**config.mk**
```make
export PLATFORM = sky130hd
export DESIGN_NAME = knn_dist_acc
export DESIGN_NICKNAME = d
export VERILOG_FILES = /design/src/hdl/knn_pkg.sv /design/src/hdl/knn_dist_acc.sv
export SDC_FILE = /design/constraint.sdc
export NUM_CORES = 1
export LEC_CHECK = 0
export ABC_CLOCK_PERIOD_IN_PS = 12000
export BUFFER_PORTS_ARGS = -buffer_cell sky130_fd_sc_hd__buf_2
export CAP_MARGIN = 25
export CORE_ASPECT_RATIO = 0.8
export CORE_MARGIN = 2
export CORE_UTILIZATION = 40
export CTS_BUF_LIST = sky130_fd_sc_hd__clkbuf_16
export DETAILED_ROUTE_END_ITERATION = 12
export GPL_ROUTABILITY_DRIVEN = 0
export PLACE_DENSITY = 0.56
export SLEW_MARGIN = 25
export SYNTH_ARGS = -nofsm -noshare
export SYNTH_HDL_FRONTEND = slang
export SYNTH_SLANG_ARGS = --single-unit
```
**constraint.sdc**
```tcl
create_clock -name clk -period 12 [get_ports clk]
set_input_delay 2.4 -clock clk [delete_from_list [all_inputs] [get_ports clk]]
set_output_delay 2.4 -clock clk [all_outputs]
set_load 0.02 [all_outputs]
```
**src/hdl/knn_pkg.sv**
```systemverilog
package knn_pkg;

  localparam int DEF_MAX_NEIGHBOURS = 16;
  localparam int DEF_MAX_LENGTH     = 1024;
  localparam int DEF_SAMPLE_BITS    = 16;

  localparam int PORT_SAMPLE_W = 16;
  localparam int LABEL_W       = 32;
  localparam int DIST_W        = 48;
  localparam int RANK_W        = 4;
  localparam int TOP_COUNT_W   = 5;
  localparam int SERIES_LEN_W  = 11;
  localparam int CFG_INDEX_W   = 2;
  localparam int CFG_DATA_W    = 11;
  localparam int READ_LIMIT    = 16;
  localparam int READ_N_W      = 5;

  localparam logic [DIST_W-1:0] DIST_ONES = {DIST_W{1'b1}};

  localparam logic [CFG_INDEX_W-1:0] CFG_TOP_COUNT     = 2'd0;
  localparam logic [CFG_INDEX_W-1:0] CFG_SERIES_LENGTH = 2'd1;

  typedef enum logic [1:0] {
    OP_LOAD  = 2'd0,
    OP_CAND  = 2'd1,
    OP_CLEAR = 2'd2,
    OP_READ  = 2'd3
  } op_t;

  typedef struct packed {
    logic                valid;
    op_t                 op;
    logic [DIST_W-1:0]   dist_val;
    logic [LABEL_W-1:0]  label;
  } list_cmd_t;

endpackage

```
**src/hdl/knn_dist_acc.sv**
```systemverilog
module knn_dist_acc #(
  parameter int SAMPLE_BITS = knn_pkg::DEF_SAMPLE_BITS
) (
  input  logic                            clk,
  input  logic                            rst,
  input  logic                            adv,
  input  logic                            accept,
  input  knn_pkg::op_t                    op,
  input  logic [SAMPLE_BITS-1:0]          sample_ext,
  input  logic [knn_pkg::LABEL_W-1:0]     label,
  input  logic                            cand_last,
  input  logic [SAMPLE_BITS-1:0]          q,
  output knn_pkg::list_cmd_t              cmd
);
  import knn_pkg::*;

  logic                   s1_valid;
  op_t                    s1_op;
  logic [SAMPLE_BITS-1:0] s1_sample;
  logic [LABEL_W-1:0]     s1_label;
  logic                   s1_last;

  logic                   s2_valid;
  op_t                    s2_op;
  logic [DIST_W-1:0]      s2_sq;
  logic [LABEL_W-1:0]     s2_label;
  logic                   s2_last;

  logic [DIST_W-1:0]      running_sum;

  logic signed [SAMPLE_BITS:0] diff;
  logic [SAMPLE_BITS-1:0]      absd;
  logic [2*SAMPLE_BITS-1:0]    sq;
  logic [DIST_W:0]             sum_wide;
  logic [DIST_W-1:0]           sum_sat;

  always_comb begin
    diff     = $signed({s1_sample[SAMPLE_BITS-1], s1_sample}) - $signed({q[SAMPLE_BITS-1], q});
    absd     = diff[SAMPLE_BITS] ? SAMPLE_BITS'(-diff) : SAMPLE_BITS'(diff);
    sq       = absd * absd;
    sum_wide = {1'b0, running_sum} + {1'b0, s2_sq};
    sum_sat  = (sum_wide >= {1'b0, DIST_ONES}) ? DIST_ONES : sum_wide[DIST_W-1:0];
  end

  always_ff @(posedge clk) begin
    if (rst) begin
      s1_valid    <= 1'b0;
      s2_valid    <= 1'b0;
      cmd.valid   <= 1'b0;
      running_sum <= '0;
    end else if (adv) begin
      s1_valid  <= accept && op != OP_LOAD;
      s2_valid  <= s1_valid;
      cmd.valid <= s2_valid && (s2_op != OP_CAND || s2_last);
      if (s2_valid && s2_op == OP_CAND) begin
        running_sum <= s2_last ? '0 : sum_sat;
      end
      cmd.op       <= s2_op;
      cmd.dist_val <= sum_sat;
      cmd.label    <= s2_label;
    end
  end

  always_ff @(posedge clk) begin
    if (adv) begin
      s1_op     <= op;
      s1_sample <= sample_ext;
      s1_label  <= label;
      s1_last   <= cand_last;
      s2_op     <= s1_op;
      s2_sq     <= DIST_W'(sq);
      s2_label  <= s1_label;
      s2_last   <= s1_last;
    end
  end

endmodule

```
==> impl_metrics.csv <==
group,metric,value,unit
run_status,status,"completed",
cts,root_buffer,"clkbuf_16",
critical_path,cp.arrival,11.42,ns
cells_and_area,multiInputGateArea,10800,µm²
synthesis,synthMuxAreaShare,0.268,%
synthesis,avgSynthCellArea,10.6,µm²
run,drv_cap,0,
detailed_routing,drc,0,
detailed_routing,drtIter0Drc,862,
critical_path,crit_required,12.32,ns
critical_path,path_class,"in2reg",
detailed_routing,finalWirelength,44100,µm
cells_and_area,antennaDiodeCount,0,
critical_path,slowest_stage,"or4_4",
cts,hold_buffers,0,
cts,clk_latency,0.57,ns
cts,cts_resized,0,
grt,grt_pass1_vias,13900,
die,initial_utilization,40.6,%
grt,grt_pass1_wl,72500,µm
synthesis,synth_top_family_by_area,"adder cells",
grt,grt_usage,18.1,%
die,io_pins,154,
timing,worstMarginPinSlew,1.05,ns
min_path,min_path_type,"reg2reg",
cts,cts_tree,"yes",
placement,io_buffer_count,153,
critical_path,critPathMaxStageDelay,0.58,ns
cells_and_area,seqCellArea,7000,µm²
detailed_routing,vias,13600,
synthesis,synth_xor_area_share,4.39,%
detailed_routing,ant_nets,0,
synthesis,synth_area,19100,µm²
synthesis,syn_nets,2188,
timing,period_needed,11.11,ns
detailed_routing,routedWlPerCell,17.0,µm
cells_and_area,finalNetCount,2340,
timing,setup_tns,0,ns
synthesis,yosys.area_share.simple,12.6,%
grt,overflow,0,
critical_path,worstPathMaxFanout,9,
cells_and_area,final_cell_mix,"inv_1 (274), edfxtp_1 (199), fa_1 (165), nor2_1 (163), buf_2 (152)",
synthesis,synth_ff_type,"edfxtp_1",
synthesis,synthArstFlopShare,0,%
timing,timing.fmax,90.0,MHz
timing,rsz0062_at_grt,"false",
synthesis,synth-seq-cells,250,
cts,cts_buffers,28,
die,core_area,47100,µm²
cells_and_area,syn2layout_area_growth,12.1,%
critical_path,end_kind,"flip-flop",
critical_path,critPathMostFrequentCell,"fa_1",
cells_and_area,final_common_cell,"inv_1",
detailed_routing,vias_per_cell,5.23,
timing,hold_viol,0,
synthesis,synth_edf_count,199,
synthesis,synth_compound_area_share,12.3,%
timing,finalCritPeriodShare,92.6,%
synthesis,yosysUniqueCellTypes,107,
synthesis,synthAdderAreaFrac,26.7,%
grt,antenna_found_initial,0,
detailed_routing,dr.pass1.iters,6,
cts,clockBufferDepth,3,
die,chipHeight,200,µm
die,dieArea,49600,µm²
synthesis,yosysSeqAreaShare,36.6,%
cts,cts.sinks,250,
timing,setup_viol_count_final,0,
placement,post-dp-hpwl,34100,µm
cts,htree_levels,1,
cells_and_area,nFillCells,4478,
die,rows,71,
die,die_x,249,µm
cts,post_cts_buffers,0,
synthesis,yosysWarningCount,0,
critical_path,critPathLaunchType,"input pin",
timing,relSlewSlack,29.5,%
synthesis,syn_inst,1807,
timing,skew,0.0207,ns
cells_and_area,drive_above_1_share,14.5,%
cts,cts.reportedPaths.clkPinSlew,0.06,ns
grt,grt_max_degree,83,
timing,slew_violations,0,
==> path summary, 6_finish.rpt <==
check / from / end / slack [ns] / depth (start not counted)
hold / removal: s1_label[31] / s2_label[31] / 0.41 / 0
setup / recovery: q[0] / s2_sq[29] / 0.89 / 36
setup reg to reg: s1_sample[0] / s2_sq[29] / 2.37 / 36
hold reg to reg: s1_label[31] / s2_label[31] / 0.41 / 0
==> layer usage <==
metal  global-route usage, %  share of wire [%]
met4                    4.10                2.0
met5                       0                  0
met3                    3.45                6.4
met1                    26.2                 48
met2                    28.3                 44
==> worst max-delay path, delay by kind of cell <==
kind | cells | cell delay, ns
fa+ha+maj | 9 | 4.09
compound gates | 8 | 1.56
buf+inv | 7 | 0.50
xor+xnor | 3 | 0.60
simple gates | 9 | 2.28
==> cells in the mapped netlist, types with 5 or more instances <==
| master | count | area (µm²) |
|---|---|---|
| fa_1 | 165 | 3300 |
| or3_1 | 6 | 37.5 |
| o21bai_1 | 9 | 67.6 |
| a31oi_1 | 10 | 62.6 |
| or2_2 | 10 | 62.6 |
| a22oi_1 | 44 | 330 |
| o21a_1 | 13 | 97.6 |
| a21o_1 | 35 | 263 |
| o211ai_1 | 7 | 52.6 |
| xnor2_1 | 60 | 526 |
| a21oi_1 | 67 | 335 |
| or4_1 | 7 | 52.6 |
| and3_1 | 16 | 100 |
| nor2b_1 | 7 | 43.8 |
| nor2_1 | 164 | 616 |
| inv_1 | 269 | 1010 |
| o21ai_0 | 37 | 185 |
| inv_2 | 6 | 22.5 |
| nand3_1 | 28 | 140 |
| o21ai_1 | 5 | 25.0 |
| buf_6 | 5 | 56.3 |
| ha_1 | 145 | 1810 |
| buf_2 | 9 | 45.0 |
| nand2b_1 | 30 | 188 |
| a211oi_1 | 13 | 97.6 |
| nand2_1 | 130 | 488 |
| o2111ai_1 | 5 | 43.8 |
| clkbuf_1 | 31 | 116 |
| nand4_1 | 20 | 125 |
| a211o_1 | 6 | 52.6 |
| edfxtp_1 | 199 | 5980 |
| nor4_1 | 6 | 37.5 |
| and4_1 | 6 | 52.6 |
| nor3_1 | 26 | 130 |
| xor2_1 | 34 | 298 |
| buf_4 | 7 | 52.6 |
| dfxtp_1 | 51 | 1020 |
| and2_1 | 10 | 62.6 |
==> per-stage QoR <==
stage,worst slack (ns),std cells,instance area (µm²),utilization (%),hold slack (ns)
global route,0.212,2601,21500,45.6,0.414
global placement,0.546,2549,20600,43.7,0.400
floorplan,1.15,1807,19100,-,0.400
finish,0.893,2601,21500,45.6,0.414
CTS,1.01,2601,21500,45.6,0.412
detailed placement,0.413,2549,20600,43.7,0.405
==> state kept, by name, indices dropped and copies added (netlist names) <==
signal and flops:
cmd 83, running_sum 48, s1_label 32, s2_label 32, s2_sq 31, s1_sample 16
s1_op 2, s2_op 2, s1_last 1, s1_valid 1, s2_last 1, s2_valid 1
==> cell families (layout without fill, tap and decap cells) <==
logic type,Yosys count,in the layout
adders and majority gates,310,310
and+or+nand+nor,491,491
xor gates and xnor gates,95,95
AOI/OAI and AO/OA,322,322
buffers and inverters,334,508
DFF,250,250
muxes,5,5
==> layout make-up <==
class	count	area share (%)
multi-input combinational	1223	50.2
tap	620	3.62
clock inverter	24	0.875
inverter	275	4.81
timing repair buffer	181	4.58
sequential	250	32.6
clock buffer	28	3.27
Power is left out: the tool's default activity adds up to more than one toggle a clock period on the data nets, which glitch-free logic cannot reach.
